===== src/rtl/core/utf8d_pkg.sv =====
// shared types and constants for the utf-8 stream decoder
// no dependencies

package utf8d_pkg;

    localparam int unsigned BYTE_W = 8;
    localparam int unsigned CP_W   = 21;
    localparam int unsigned LEFT_W = 2;

    // byte class masks and match patterns
    localparam logic [BYTE_W-1:0] ASCII_MASK = 8'h80;
    localparam logic [BYTE_W-1:0] LEAD2_MASK = 8'hE0;
    localparam logic [BYTE_W-1:0] LEAD2_PAT  = 8'hC0;
    localparam logic [BYTE_W-1:0] LEAD3_MASK = 8'hF0;
    localparam logic [BYTE_W-1:0] LEAD3_PAT  = 8'hE0;
    localparam logic [BYTE_W-1:0] LEAD4_MASK = 8'hF8;
    localparam logic [BYTE_W-1:0] LEAD4_PAT  = 8'hF0;
    localparam logic [BYTE_W-1:0] CONT_MASK  = 8'hC0;
    localparam logic [BYTE_W-1:0] CONT_PAT   = 8'h80;

    // continuation counts armed by each lead byte
    localparam logic [LEFT_W-1:0] LEFT_NONE = 2'd0;
    localparam logic [LEFT_W-1:0] LEFT_ONE  = 2'd1;
    localparam logic [LEFT_W-1:0] LEFT_TWO  = 2'd2;
    localparam logic [LEFT_W-1:0] LEFT_THREE = 2'd3;

    typedef struct packed {
        logic [LEFT_W-1:0] bytes_left;
        logic [CP_W-1:0]   partial_point;
    } t_dec_state;

    typedef struct packed {
        logic [CP_W-1:0] code_point;
        logic            decode_error;
    } t_dec_result;

    // status of the output queue as seen by the decode stage
    typedef struct packed {
        logic full;
        logic empty;
    } t_q_status;

endpackage


===== src/rtl/core/utf8_stream_decoder_top.sv =====
// top level of the lenient utf-8 stream decoder
// depends on utf8d_pkg, utf8d_step, utf8d_out_q
//
// usage
//   input channel: one raw byte per transfer on i_in_byte, qualified by
//   i_valid and held off by o_stall. output channel: one decoded code
//   point per transfer on o_code_point / o_decode_error, qualified by
//   o_valid and held off by i_stall.
//   a byte that ends a sequence, an ascii byte or a malformed byte gives
//   exactly one result; lead bytes and inner continuation bytes give none.
//   the byte that completes a result is held in the input register, then
//   its result is written to the result queue and offered from there.
//   throughput: one byte per cycle while o_stall is low, set by the
//   combinational state update in the decode step; the two-entry result
//   queue lets a byte be taken while a finished result still waits.
//   reset (i_rst_n low, synchronous): sequence state cleared to "awaiting
//   lead byte", input register and result queue emptied.
//   when the receiver stalls, results pile up in the queue; once it is
//   full and the pending byte would produce a result, o_stall rises and
//   holds the input until a slot frees.

module utf8_stream_decoder_top (
    input  logic                          i_clk,
    input  logic                          i_rst_n,
    input  logic                          i_valid,
    output logic                          o_stall,
    input  logic [utf8d_pkg::BYTE_W-1:0]  i_in_byte,
    output logic                          o_valid,
    input  logic                          i_stall,
    output logic [utf8d_pkg::CP_W-1:0]    o_code_point,
    output logic                          o_decode_error
);
    import utf8d_pkg::*;

    // input register
    logic              r_in_valid;
    logic [BYTE_W-1:0] r_in_byte;

    // running sequence state
    t_dec_state r_state;
    t_dec_state n_state;

    logic        has_result;
    t_dec_result result;
    t_dec_result q_out;
    t_q_status   q_status;
    logic        advance;
    logic        take;

    utf8d_step u_step (
        .i_state      (r_state),
        .i_byte       (r_in_byte),
        .o_state      (n_state),
        .o_has_result (has_result),
        .o_result     (result)
    );

    // the pending byte retires unless it needs a queue slot and none is free
    assign advance = r_in_valid && !(has_result && q_status.full);
    assign o_stall = r_in_valid && !advance;
    assign take    = i_valid && !o_stall;

    utf8d_out_q u_out_q (
        .i_clk    (i_clk),
        .i_rst_n  (i_rst_n),
        .i_push   (advance && has_result),
        .i_data   (result),
        .o_status (q_status),
        .o_valid  (o_valid),
        .i_stall  (i_stall),
        .o_data   (q_out)
    );

    assign o_code_point   = q_out.code_point;
    assign o_decode_error = q_out.decode_error;

    always_ff @(posedge i_clk) begin
        if (!i_rst_n) begin
            r_in_valid <= 1'b0;
            r_state    <= '0;
        end else begin
            // input register refills on a transfer, drains when it retires
            if (take) begin
                r_in_valid <= 1'b1;
            end else if (advance) begin
                r_in_valid <= 1'b0;
            end
            if (advance) begin
                r_state <= n_state;
            end
        end
    end

    // payload only, no reset needed
    always_ff @(posedge i_clk) begin
        if (take) begin
            r_in_byte <= i_in_byte;
        end
    end

endmodule


===== src/rtl/core/utf8d_step.sv =====
// combinational decode of one byte against the running sequence state
// depends on utf8d_pkg

module utf8d_step (
    input  utf8d_pkg::t_dec_state          i_state,
    input  logic [utf8d_pkg::BYTE_W-1:0]   i_byte,
    output utf8d_pkg::t_dec_state          o_state,
    output logic                           o_has_result,
    output utf8d_pkg::t_dec_result         o_result
);
    import utf8d_pkg::*;

    logic [LEFT_W-1:0] left_dec;

    assign left_dec = i_state.bytes_left - LEFT_ONE;

    always_comb begin
        o_state      = i_state;
        o_has_result = 1'b0;
        o_result     = '0;
        if (i_state.bytes_left == LEFT_NONE) begin
            if ((i_byte & ASCII_MASK) != ASCII_MASK) begin
                o_has_result        = 1'b1;
                o_result.code_point = {{(CP_W-BYTE_W){1'b0}}, i_byte};
            end else if ((i_byte & LEAD2_MASK) == LEAD2_PAT) begin
                o_state.partial_point = {{(CP_W-5){1'b0}}, i_byte[4:0]};
                o_state.bytes_left    = LEFT_ONE;
            end else if ((i_byte & LEAD3_MASK) == LEAD3_PAT) begin
                o_state.partial_point = {{(CP_W-4){1'b0}}, i_byte[3:0]};
                o_state.bytes_left    = LEFT_TWO;
            end else if ((i_byte & LEAD4_MASK) == LEAD4_PAT) begin
                o_state.partial_point = {{(CP_W-3){1'b0}}, i_byte[2:0]};
                o_state.bytes_left    = LEFT_THREE;
            end else begin
                // bare continuation or 0xf8 and above
                o_has_result          = 1'b1;
                o_result.decode_error = 1'b1;
            end
        end else if ((i_byte & CONT_MASK) != CONT_PAT) begin
            // broken sequence, byte is swallowed
            o_state               = '0;
            o_has_result          = 1'b1;
            o_result.decode_error = 1'b1;
        end else if (left_dec == LEFT_NONE) begin
            o_state             = '0;
            o_has_result        = 1'b1;
            o_result.code_point = {i_state.partial_point[CP_W-7:0], i_byte[5:0]};
        end else begin
            o_state.partial_point = {i_state.partial_point[CP_W-7:0], i_byte[5:0]};
            o_state.bytes_left    = left_dec;
        end
    end

endmodule


===== src/rtl/core/utf8d_out_q.sv =====
// two-entry result queue that decouples the decoder from the output stall
// depends on utf8d_pkg

module utf8d_out_q (
    input  logic                    i_clk,
    input  logic                    i_rst_n,
    input  logic                    i_push,
    input  utf8d_pkg::t_dec_result  i_data,
    output utf8d_pkg::t_q_status    o_status,
    output logic                    o_valid,
    input  logic                    i_stall,
    output utf8d_pkg::t_dec_result  o_data
);
    import utf8d_pkg::*;

    t_dec_result r_mem [2];
    logic        r_wr_ptr, n_wr_ptr;
    logic        r_rd_ptr, n_rd_ptr;
    logic [1:0]  r_count, n_count;
    logic        pop;

    assign pop            = (r_count != 2'd0) && !i_stall;
    assign o_valid        = (r_count != 2'd0);
    assign o_data         = r_mem[r_rd_ptr];
    assign o_status.full  = (r_count == 2'd2);
    assign o_status.empty = (r_count == 2'd0);

    always_comb begin
        n_wr_ptr = i_push ? ~r_wr_ptr : r_wr_ptr;
        n_rd_ptr = pop ? ~r_rd_ptr : r_rd_ptr;
        n_count  = r_count + {1'b0, i_push} - {1'b0, pop};
    end

    always_ff @(posedge i_clk) begin
        if (!i_rst_n) begin
            r_wr_ptr <= 1'b0;
            r_rd_ptr <= 1'b0;
            r_count  <= 2'd0;
        end else begin
            r_wr_ptr <= n_wr_ptr;
            r_rd_ptr <= n_rd_ptr;
            r_count  <= n_count;
        end
    end

    always_ff @(posedge i_clk) begin
        if (i_push) begin
            r_mem[r_wr_ptr] <= i_data;
        end
    end

endmodule

===== config.mk =====
export PLATFORM = sky130hd
export DESIGN_NAME = utf8_stream_decoder_top
export DESIGN_NICKNAME = d
export VERILOG_FILES = /design/src/rtl/core/utf8d_pkg.sv /design/src/rtl/core/utf8_stream_decoder_top.sv /design/src/rtl/core/utf8d_step.sv /design/src/rtl/core/utf8d_out_q.sv
export SDC_FILE = /design/constraint.sdc
export NUM_CORES = 1
export LEC_CHECK = 0
export ABC_AREA = 0
export BUFFER_PORTS_ARGS = -buffer_cell sky130_fd_sc_hd__buf_2
export CAP_MARGIN = 20
export CORE_MARGIN = 5
export CORE_UTILIZATION = 45
export DETAILED_ROUTE_END_ITERATION = 10
export SLEW_MARGIN = 10
export SYNTH_ARGS = -nofsm -noshare
export SYNTH_HDL_FRONTEND = slang
export SYNTH_HIERARCHICAL = 1
export SYNTH_SLANG_ARGS = --single-unit

===== constraint.sdc =====
create_clock -name i_clk -period 4.5 [get_ports i_clk]
set_input_delay 0.9 -clock i_clk [delete_from_list [all_inputs] [get_ports i_clk]]
set_output_delay 0.9 -clock i_clk [all_outputs]
set_load 0.005 [all_outputs]

# Yosys cells after proc, flatten, opt, wreduce, memory -nomap -nowiden

Memory sizes are Yosys's and may differ from the RTL's. A register that Yosys moved wholly into a read port is not among the register bits.
Cells that the tools add are included.

Register bits: 30
Output and inout bits: 24
Bits of input ports: 12
Memories: 1
Word-level logic and storage cells: 61
RAM bits: 44

Memories:

| name          | depth | width | rd ports | clocked after Yosys merged registers in | wr ports | RTL line          | text |
|---|---|---|---|---|---|---|---|
| u_out_q.r_mem | 2     | 22    | 1        | 1                                       | 1        | utf8d_out_q.sv:16 | `t_dec_result r_mem [2];` |

Add/subtract/negate cells: 3
Eq/ne operators: 7
Bitwise operators: 2
Reduce and logical (&&, ||, !) cells: 15
Muxes and demuxes: 26

Operators with widths:

| cell                  | count |
|---|---|
| $mux W23              | 7 |
| $mux W21              | 2 |
| $mux W22              | 1 |
| $mux W1               | 15 |
| $mux W7               | 1 |
| $logic_and A1 B1 Y1   | 6 |
| $eq A5 B5 Y1 const B  | 1 |
| $eq A4 B4 Y1 const B  | 1 |
| $logic_not A1 Y1      | 4 |
| $logic_not A2 Y1      | 2 |
| $ne A2 B2 Y1 const B  | 2 |
| $ne A4 B4 Y1 const B  | 1 |
| $reduce_bool A2 Y1    | 2 |
| $eq A3 B3 Y1 const B  | 1 |
| $reduce_and A3 Y1     | 1 |
| $add A2 B1 Y2         | 1 |
| $eq A2 B2 Y1 const B  | 1 |
| $not A1 Y1            | 2 |
| $sub A2 B1 Y2         | 1 |
| $sub A2 B1 Y2 const B | 1 |

# Longest topological paths before layout

Gate-level depths: netlist of run 1.

Depth after elaboration: 14
Gate-level depth with buffers: 12
Gate-level depth less buffers: 10

# Hierarchy

Netlist of run 1, hierarchy kept.

Modules (own cells, without submodules):

| module                  | area each (um^2) | times used | seq. area each (um^2) | cells an instance |
|---|---|---|---|---|
| utf8d_out_q             | 1831.8           | 1          | 1421.4                | 92 |
| utf8_stream_decoder_top | 1224.9           | 1          | 720.7                 | 114 |
| utf8d_step              | 653.1            | 1          | 0.0                   | 91 |

# Worst setup path before layout of run 1

Ideal clock, no wire load.

Path kind: reg-to-reg
Start: register r_state[21] (netlist bit)
End: memory u_out_q/r_mem[0][0] (netlist bit) (enable)
Data required time: 4.095 ns
Stages on the path, launching flop included: 11
Clock period less this slack: 3.090 ns
Data arrival time: 2.686 ns
Buffers on the path: 2
Path slack: 1.410 ns
Setup time: 0.405 ns
Cell sequence: dfxtp_1 -> inv_1 -> ha_1 -> buf_2 -> inv_1 -> a31oi_2 -> buf_4 -> o21bai_1 -> nand2_1 -> nor2_1 -> nor2b_1

Longest elaborated chain between the ends: 11
Elaborated cells on any way between the ends: 12
Classes of those cells: add/sub (1); mux (5); reduce/logical (6)

RTL lines:

| what                              | RTL line                      | text |
|---|---|---|
| from (decl)                       | utf8_stream_decoder_top.sv:40 | `t_dec_state r_state;` |
| from (signal assigned)            | utf8_stream_decoder_top.sv:89 | `r_state <= n_state;` |
| $sub A2 B1 Y2                     | utf8d_step.sv:15              | `assign left_dec = i_state.bytes_left - LEFT_ONE;` |
| $logic_not A2 Y1                  | utf8d_step.sv:44              | `end else if (left_dec == LEFT_NONE) begin` |
| $mux W1                           | utf8d_step.sv:44              |  |
| $mux W1                           | utf8d_step.sv:39              | `end else if ((i_byte & CONT_MASK) != CONT_PAT) begin` |
| $mux W1 (*)                       | utf8d_step.sv:21              | `if (i_state.bytes_left == LEFT_NONE) begin` |
| net has_result                    | utf8_stream_decoder_top.sv:43 | `logic has_result;` |
| $logic_and A1 B1 Y1               | utf8_stream_decoder_top.sv:59 | `assign advance = r_in_valid && !(has_result && q_status.full);` |
| $logic_not A1 Y1                  | utf8_stream_decoder_top.sv:59 |  |
| $logic_and A1 B1 Y1               | utf8_stream_decoder_top.sv:59 |  |
| $logic_and A1 B1 Y1 (*)           | utf8_stream_decoder_top.sv:66 | `.i_push (advance && has_result),` |
| $mux W1 (*)                       | utf8d_out_q.sv:47             | `if (i_push) begin` |
| $mux W1 (implied by the code) (*) | utf8d_out_q.sv:48             | `r_mem[r_wr_ptr] <= i_data;` |
| to (decl)                         | utf8d_out_q.sv:16             |  |

Mark *: on every way through the listed nets, which the timed path passes. The rest lies on a longest branch.

# Final worst setup path of run 1

Start: register r_state[21] (netlist bit)
End: output port o_stall

Longest elaborated chain between the ends: 10
Elaborated cells on any way between the ends: 11
Classes of those cells: add/sub (1); mux (3); reduce/logical (7)

RTL lines:

| what                    | RTL line                      | text |
|---|---|---|
| $sub A2 B1 Y2           | utf8d_step.sv:15              |  |
| $logic_not A2 Y1        | utf8d_step.sv:44              |  |
| $mux W1                 | utf8d_step.sv:44              |  |
| $mux W1                 | utf8d_step.sv:39              |  |
| $mux W1 (*)             | utf8d_step.sv:21              |  |
| net has_result          | utf8_stream_decoder_top.sv:43 |  |
| $logic_and A1 B1 Y1 (*) | utf8_stream_decoder_top.sv:59 |  |
| $logic_not A1 Y1 (*)    | utf8_stream_decoder_top.sv:59 |  |
| $logic_and A1 B1 Y1 (*) | utf8_stream_decoder_top.sv:59 |  |
| $logic_not A1 Y1 (*)    | utf8_stream_decoder_top.sv:60 | `assign o_stall = r_in_valid && !advance;` |
| $logic_and A1 B1 Y1 (*) | utf8_stream_decoder_top.sv:60 |  |
| to (decl)               | utf8_stream_decoder_top.sv:26 | `output logic o_stall,` |

Marked as above.

==> results of run 1 <==
## power groups by stage
stage / combinational (mW) / clock, mW / sequential (mW)
2_1_floorplan: 0.216 / 0 / 0.823
3_3_place_gp: 0.266 / 0 / 0.861
3_5_place_dp: 0.300 / 0 / 0.848
4_1_cts: 0.302 / 0.439 / 0.832
5_1_grt: 0.328 / 0.476 / 0.837
6_report: 0.292 / 0.424 / 0.831
## cell usage in the layout (no fill, tap or decap), drive strengths merged, types with 3 or more instances in the layout
| master | count |
|---|---|
| mux2 | 22 |
| nor2b | 11 |
| inv | 10 |
| o21ai | 7 |
| clkbuf | 10 |
| buf | 39 |
| clkinv | 5 |
| a22o | 11 |
| and2 | 17 |
| ha | 4 |
| mux2i | 22 |
| dfxtp | 23 |
| a21oi | 3 |
| nand2 | 40 |
| edfxtp | 52 |
## area by class of cell
class / instances / area [sq um]
fill: 629 / 3510
tap: 99 / 124
sequential: 75 / 2020
clock buffer: 10 / 128
clock inverter: 6 / 33.8
multi-input combinational: 164 / 1250
timing repair buffer: 39 / 225
inverter: 10 / 37.5
## routing by layer
metal | global-route usage (%) | up-vias | share of wire [%]
li1 | - | 1014 | -
met1 | 16.3 | 942 | 46
met2 | 19.8 | 35 | 49
met3 | 3.02 | 8 | 3.4
met4 | 5.75 | 0 | 1.4
met5 | 0 | - | 0
## stage by stage
stage	hold slack [ps]	setup WS (ps)	util, %	area, sq um
final	473	1180	52.1	3820
after global routing	500	959	52.1	3820
after CTS	480	1160	52.1	3820
after detailed placement	469	1550	49.9	3660
after global placement	460	1560	49.5	3630
after floorplan	443	1440	-	3430
## state kept, by name, summed over array words and instances, names as in the netlist, named ones only
register          count
r_in_byte             8
u_out_q/r_count       2
r_state              17
r_in_valid            1
u_out_q/r_wr_ptr      1
u_out_q/r_mem        44
u_out_q/r_rd_ptr      1
## path summary, 6_finish.rpt
kind / end / slack [ps] / cells after the start
worst max-delay path: o_stall / 1180 / 8
worst min-delay path: r_state[11] / 470 / 2
worst max register to register: u_out_q/r_mem[0][14] / 1680 / 10
worst min register to register: r_state[11] / 470 / 2
## worst register-to-register path, stage by stage (launching register included)
cell	delay [ps]
dfxtp_1	330
inv_1	90
ha_1	500
inv_1	160
a31oi_2	160
buf_4	240
o21bai_1	230
nand2_1	90
nor2_1	190
nor2b_2	170
buf_4	310
==> reports/results.ini, run 1 <==
[logic_synthesis]
yosysWarnings = 6
avgSynthCellArea_sq_um = 12.9
syn_inst = 267
syn_area_sq_um = 3430
synth_nets = 283

[clock_tree]
root_buffer = clkbuf_8
clkTransAtPathRegs_ps = 70
cts_sinks = 75
cts_tree = built
cts_setup_buffers = 0
holdBufCountCts = 0
clk_latency_ps = 340
numCtsBuffers = 9
cts_buffer_depth = 2
cts_resized = 0
htree_levels = 3

[run_status]
status = completed

[setup_path]
arrival_ps = 2420
cp.required_ps = 3600
crit_buf_inv = 4
worstPathCellList = inv_1 -> ha_1 -> inv_1 -> a31oi_2 -> buf_4 -> o21bai_1 -> and3_2 -> buf_2
worst_setup_path_end_kind = output pin
crit_slowest_cell = ha_1
worstSetupPathType = flip-flop to output pin
worstSetupStartpoint = r_state[21]
r2r-start = r_state[21]
critPathMostFrequentCell = inv_1
max_stage_delay_ps = 500
critPathLaunchType = flip-flop
cp_top_family = buffers and inverters
path_max_fanout = 16

[sta]
setup_viol = 0
slew_violations = 0
tns_ps = 0
worst_slew_pin_slew_ps = 757
period_needed_ps = 3320
fmax_mhz = 301
clock-skew-final_ps = 11.9
max_slew_margin_pct = 49.4
hold_viol = 0
rsz0062_at_grt = no
period_share_pct = 73.8

[hold_path]
hold_path.class = flip-flop to flip-flop
min_from = r_state[11]

[place]
place_congestion = 0.707
dp.cells = 387
place.port_buffers = 35
dpl.hpwl_um = 3780

[cells_and_area]
area_growth_pct = 11.3
drive_gt1_share_pct = 20.1
n_antenna_cell = 0
nets = 315
finalNonFillerCells = 403

[pwr]
p_switching_mw = 0.405
switching_share_pct = 26.2
p_leak_nw = 1.40
seq_power_share_pct = 53.7
p_clk_share_pct = 27.4
combPwrFrac_pct = 18.9
ir_worst_vdd_mv = 0.247
p_int_mw = 1.14
total_power_mw = 1.55
power.density_nw_per_um2 = 405

[floorplanning]
core-area_sq_um = 7330
dieArea_sq_um = 9470
die_w_um = 97.3
die_height_um = 97.3
rows = 31
ios = 36
initial_utilization_pct = 46.8

[global_route]
grt_start_max_net_pins = 41
antenna_found_initial = 0
grt_pass1_vias = 1892
grt_overflow_total = 0
track_usage_pct = 12.5
grt_pass1_wl_um = 9400

[drt]
drt_iter0_drc = 109
drc = 0
viasPerCell = 4.96
ant_nets = 0
drt_pass1_iterations = 4
routed_wl_um = 5680
wire_per_inst_um = 14.1
vias = 1999

[flow_run]
cap_violations = 0

Note: power is estimated with default switching activity, not from simulation.
==> run 2: changes to the inputs <==
PLACE_DENSITY = 0.66   (was not set)
clock period = 2.85 ns   (was 4.5 ns; I/O delays follow)
==> run 2 against run 1 <==
Effect of this change:
- combinational power is 62% higher
- cell count rose by 0.99%
- flip-flop and latch count stayed put
- global-route usage up 0.56 points
- die area did not move
- largest power group unchanged
- highest routed layer unchanged
==> reports/results.ini, run 2 (synthesis gave the netlist of run 1 again) <==
[sta]
hold_viol = 0  ; unchanged
period_needed_ps = 2470
max_slew_margin_pct = 46.2  ; -3.2 points
tns_ps = 0  ; unchanged
clock-skew-final_ps = 12.7  ; +0.768 ps
rsz0062_at_grt = no
timing.final.ws_setup_ps = 381  ; -799 ps
slew_violations = 0  ; unchanged
timing.hold.ws_ps = 416  ; -56.9 ps
fmax_mhz = 405
period_share_pct = 86.6
setup_viol = 0  ; unchanged
worst_slew_pin_slew_ps = 804  ; +46.1 ps

[pwr]
ir_worst_vdd_mv = 0.350  ; +42%
power.density_nw_per_um2 = 671  ; +66%
total_power_mw = 2.60  ; +68%
p_leak_nw = 1.44  ; +2.4%

[cells_and_area]
fin_util_pct = 52.8  ; +0.72 points
final_common_cell = edfxtp_1
multiInputGateArea_sq_um = 1250  ; unchanged
largest_reg_flops = 44  ; unchanged
drive_gt1_share_pct = 20.8  ; +0.71 points
n_antenna_cell = 0  ; unchanged
finalNonFillerCells = 407  ; +0.99%
ff_latch_area_sq_um = 2020  ; unchanged
largest_register = u_out_q/r_mem
area_growth_pct = 12.9
mostFrequentLayoutCells = edfxtp_1, nand2_1, buf_2
nets = 319  ; +1.3%
final_area_sq_um = 3870  ; +1.4%
fillCellCount = 635  ; +0.95%
reg_top3 = u_out_q/r_mem x44, r_state x17, r_in_byte x8

[floorplanning]
core-area_sq_um = 7330  ; unchanged
die_w_um = 97.3  ; unchanged
die_height_um = 97.3  ; unchanged
rows = 31  ; unchanged
initial_utilization_pct = 46.8  ; unchanged
ios = 36  ; unchanged
dieArea_sq_um = 9470  ; unchanged

[place]
place.port_buffers = 35  ; unchanged
place_congestion = 0.763  ; +8.0%
dp_slack_ps = 552  ; -997 ps
post_dp_cell_area_sq_um = 3670  ; +0.27%
dp.cells = 391  ; +1.0%
dpl.hpwl_um = 3940  ; +4.1%

[clock_tree]
numCtsBuffers = 9  ; unchanged
root_buffer = clkbuf_8
htree_levels = 3  ; unchanged
cts_buffer_depth = 2  ; unchanged
cts_resized = 0  ; unchanged
clk_latency_ps = 330  ; about the same
holdBufCountCts = 0  ; unchanged
cts_tree = built
cts_setup_buffers = 0  ; unchanged
cts_sinks = 75  ; unchanged
clkTransAtPathRegs_ps = 70  ; about the same

[global_route]
grt_pass1_vias = 2002  ; +5.8%
grt_overflow_total = 0  ; unchanged
antenna_found_initial = 0  ; unchanged
track_usage_pct = 13.1  ; +0.56 points
grt_start_max_net_pins = 41  ; unchanged
grt_pass1_wl_um = 9970  ; +6.0%

[drt]
drc = 0  ; unchanged
viasPerCell = 5.02  ; +1.1%
drt_pass1_iterations = 5  ; +1
ant_nets = 0  ; unchanged
vias = 2042  ; +2.2%
wire_per_inst_um = 14.4  ; +2.5%
routed_wl_um = 5870  ; +3.5%
drt_iter0_drc = 139  ; +28%

[hold_path]
min_from = i_in_byte[0]
hold_path.class = primary input to flip-flop

[setup_path]
worstSetupStartpoint = r_state[22]
r2r-start = r_state[22]
arrival_ps = 1900  ; -520 ps
path_max_fanout = 14  ; -2
worst_setup_path_end_kind = output pin
worstSetupPathType = flip-flop to output pin
critPathLaunchType = flip-flop
cp.required_ps = 2280  ; -1320 ps

[run_status]
status = completed

[flow_run]
cap_violations = 0  ; unchanged

==> run 2: cell types whose count changed in the layout (fill, tap and decap cells not counted) <==
cell and delta:
clkinvlp_4 -1, bufinv_16 +2, clkinv_2 -1, clkinv_1 -2, clkinv_4 -1, buf_4 +5
buf_16 -1, clkbuf_1 +3
==> run 2: critical path, cell delays in order, from the launching register on <==
cell and delay, ps:
dfxtp_1 370, inv_1 70, ha_1 210, buf_4 190, o21bai_1 340, and3_2 270, buf_2 120
==> run 2: layer usage <==
layer	vias to the layer above	share of wire, %	track usage (%)
met5	-	0	0
met4	0	1.8	5.96
met3	10	3.8	3.23
met2	42	50	21.9
met1	962	44	15.9
li1	1028	-	-
==> run 2: final timing paths <==
check                  to  slack (ps)  cells after the start
max               o_stall         380                      6
min          r_in_byte[0]         420                      1
max reg2reg  r_in_byte[6]         550                      6
min reg2reg   r_state[13]         470                      2
==> run 2: layout make-up <==
| class | instances | share of cell area [%] |
|---|---|---|
| flip-flops and latches | 75 | 52.2 |
| clock inverters | 3 | 1.68 |
| inverters | 10 | 0.969 |
| repair buffers | 43 | 6.07 |
| well taps | 99 | 3.20 |
| clock buffers | 13 | 3.59 |
| multi-input cells | 164 | 32.3 |
==> run 2: power breakdown <==
part	internal [mW]	total, mW	switching (mW)
clock	0.494	0.840	0.346
combinational	0.233	0.473	0.240
sequential	1.25	1.29	0.0393
==> run 3: changes to the inputs <==
==> constraint.sdc (replaced) <==
create_clock -name i_clk -period 2.85 [get_ports i_clk]
set_input_delay 0 -clock i_clk [delete_from_list [all_inputs] [get_ports i_clk]]
set_output_delay 0 -clock i_clk [all_outputs]
set_load 0.005 [all_outputs]
==> run 3 against run 2 <==
Effect of this change:
- sequential power is essentially flat
- critical path depth grew 3
- maximum frequency is 5.3% lower
- final area increased by 2.2%
- largest cell class unchanged
==> reports/results.ini, run 3 (synthesis gave the netlist of run 1 again) <==
[flow_run]
cap_violations = 0  ; unchanged

[hold_path]
min_path_cells = 3  ; +2
hold_path.class = primary input to flip-flop

[setup_path]
arrival_ps = 2660  ; +760 ps
path_max_fanout = 15  ; +1
cp.required_ps = 2900  ; +620 ps
worst_setup_path_end_kind = flip-flop
worstSetupPathType = flip-flop to flip-flop
critPathLaunchType = flip-flop
crit_buf_inv = 3  ; unchanged
cp_top_family = simple AND/OR/NAND/NOR gates
worstPathCellList = inv_1 -> ha_1 -> inv_1 -> a31oi_2 -> o21bai_1 -> nand2_1 -> nor2_1 -> and2_1 -> buf_12
path_depth = 9  ; +3
r2r_cells = 9  ; +3
crit_slowest_cell = and2_1
critPathMostFrequentCell = inv_1
max_stage_delay_ps = 450  ; +80 ps

[cells_and_area]
fin_util_pct = 54.0  ; +1.2 points
n_antenna_cell = 0  ; unchanged
largest_reg_flops = 44  ; unchanged
nets = 327  ; +2.5%
mostFrequentLayoutCells = edfxtp_1, nand2_1, buf_2
reg_top3 = u_out_q/r_mem x44, r_state x17, r_in_byte x8
fillCellCount = 611  ; -3.8%
final_area_sq_um = 3960  ; +2.2%
drive_gt1_share_pct = 20.9  ; +0.11 points
final_common_cell = edfxtp_1
area_growth_pct = 15.3
finalNonFillerCells = 415  ; +2.0%
largest_register = u_out_q/r_mem

[pwr]
seq_power_share_pct = 50.3  ; +0.8 points
p_leak_nw = 1.47  ; +2.3%
combPwrFrac_pct = 18.9  ; +0.7 points
p_switching_mw = 0.650  ; +3.9%
total_power_mw = 2.56  ; -1.4%
p_clk_share_pct = 30.8  ; -1.5 points
p_int_mw = 1.91  ; -3.1%
switching_share_pct = 25.4  ; +1.3 points
ir_worst_vdd_mv = 0.432  ; +23%
power.density_nw_per_um2 = 648  ; -3.5%

[sta]
rsz0062_at_grt = no
slew_violations = 0  ; unchanged
period_share_pct = 91.5  ; +4.8 points
timing.hold.ws_ps = 76.7  ; -339 ps
tns_ps = 0  ; unchanged
hold_viol = 0  ; unchanged
timing.final.ws_setup_ps = 244  ; -137 ps
period_needed_ps = 2610  ; +137 ps
max_slew_margin_pct = 49.3  ; +3.1 points
worst_slew_pin_slew_ps = 757  ; -46.9 ps
clock-skew-final_ps = 9.07  ; -3.60 ps
setup_viol = 0  ; unchanged
fmax_mhz = 384  ; -5.3%

[clock_tree]
cts_tree = built
clk_latency_ps = 340  ; about the same
cts_buffer_depth = 2  ; unchanged
cts_resized = 0  ; unchanged
root_buffer = clkbuf_8
clkTransAtPathRegs_ps = 70  ; about the same
cts_setup_buffers = 0  ; unchanged
numCtsBuffers = 9  ; unchanged
cts_sinks = 75  ; unchanged
htree_levels = 3  ; unchanged

[floorplanning]
ios = 36  ; unchanged
die_w_um = 97.3  ; unchanged
rows = 31  ; unchanged
dieArea_sq_um = 9470  ; unchanged
die_height_um = 97.3  ; unchanged
initial_utilization_pct = 46.8  ; unchanged
core-area_sq_um = 7330  ; unchanged

[drt]
routed_wl_um = 6020  ; +2.6%
drt_iter0_drc = 127  ; -8.6%
drc = 0  ; unchanged
ant_nets = 0  ; unchanged
drt_pass1_iterations = 4  ; -1
vias = 2081  ; +1.9%
wire_per_inst_um = 14.5  ; +0.59%
viasPerCell = 5.01  ; about the same

[place]
place_congestion = 0.799  ; +4.7%
place.port_buffers = 35  ; unchanged
dp.cells = 390  ; -0.26%
dp_slack_ps = 251  ; -301 ps
post_dp_cell_area_sq_um = 3670  ; +0.14%
dpl.hpwl_um = 3920  ; -0.53%

[global_route]
grt_overflow_total = 0  ; unchanged
grt_pass1_wl_um = 10200  ; +2.4%
antenna_found_initial = 0  ; unchanged
grt_start_max_net_pins = 41  ; unchanged
track_usage_pct = 13.6  ; +0.53 points
grt_pass1_vias = 2060  ; +2.9%

[run_status]
status = completed

[run 3: tightest hold or removal path: cells and delay by family]
| kind | cells | cell delay, ps |
|---|---|---|
| AOI/OAI and AO/OA | 1 | 180 |
| muxes | 1 | 120 |
| buffers and inverters | 1 | 80 |
[run 3: what timing repair did]
action,4_1_cts,5_1_grt
hold buffers,9,0
hold endpoints to repair,9,0
setup endpoints to repair,0,0
[run 3: cell type report]
type                            instances  area [sq um]  share of cell area, %
Clock buffer                           11           141                   3.57
Clock inverter                          5          52.6                   1.33
Inverter                               10          37.5                  0.948
Multi-Input combinational cell        164          1250                   31.6
Sequential cell                        75          2020                   51.1
Tap cell                               99           124                   3.13
Timing Repair Buffer                   51           330                   8.34
[run 3: path summary, 6_finish.rpt]
| check | from | to | slack [ps] |
|---|---|---|---|
| worst max-delay path | r_state[21] | u_out_q/r_mem[1][0] | 240 |
| worst min-delay path | i_stall | u_out_q/r_rd_ptr | 80 |
| worst max register to register | r_state[21] | u_out_q/r_mem[1][0] | 240 |
| worst min register to register | r_state[13] | r_state[13] | 470 |
[run 3: layer usage]
| layer | part of all wire, % | global-route usage (%) | routed length, um |
|---|---|---|---|
| met5 | 0 | 0 | 0 |
| met4 | 1.5 | 5.43 | 92 |
| met3 | 4.4 | 4.09 | 267 |
| met2 | 49 | 22.1 | 2960 |
| met1 | 45 | 17.1 | 2710 |
[run 3: power by group through the flow]
stage | clock network (mW) | registers, mW | logic, mW
global route | 0.861 | 1.30 | 0.536
detailed placement | 0 | 1.31 | 0.483
finish | 0.790 | 1.29 | 0.484
global placement | 0 | 1.31 | 0.482
floorplan | 0 | 1.30 | 0.342
CTS | 0.806 | 1.29 | 0.496
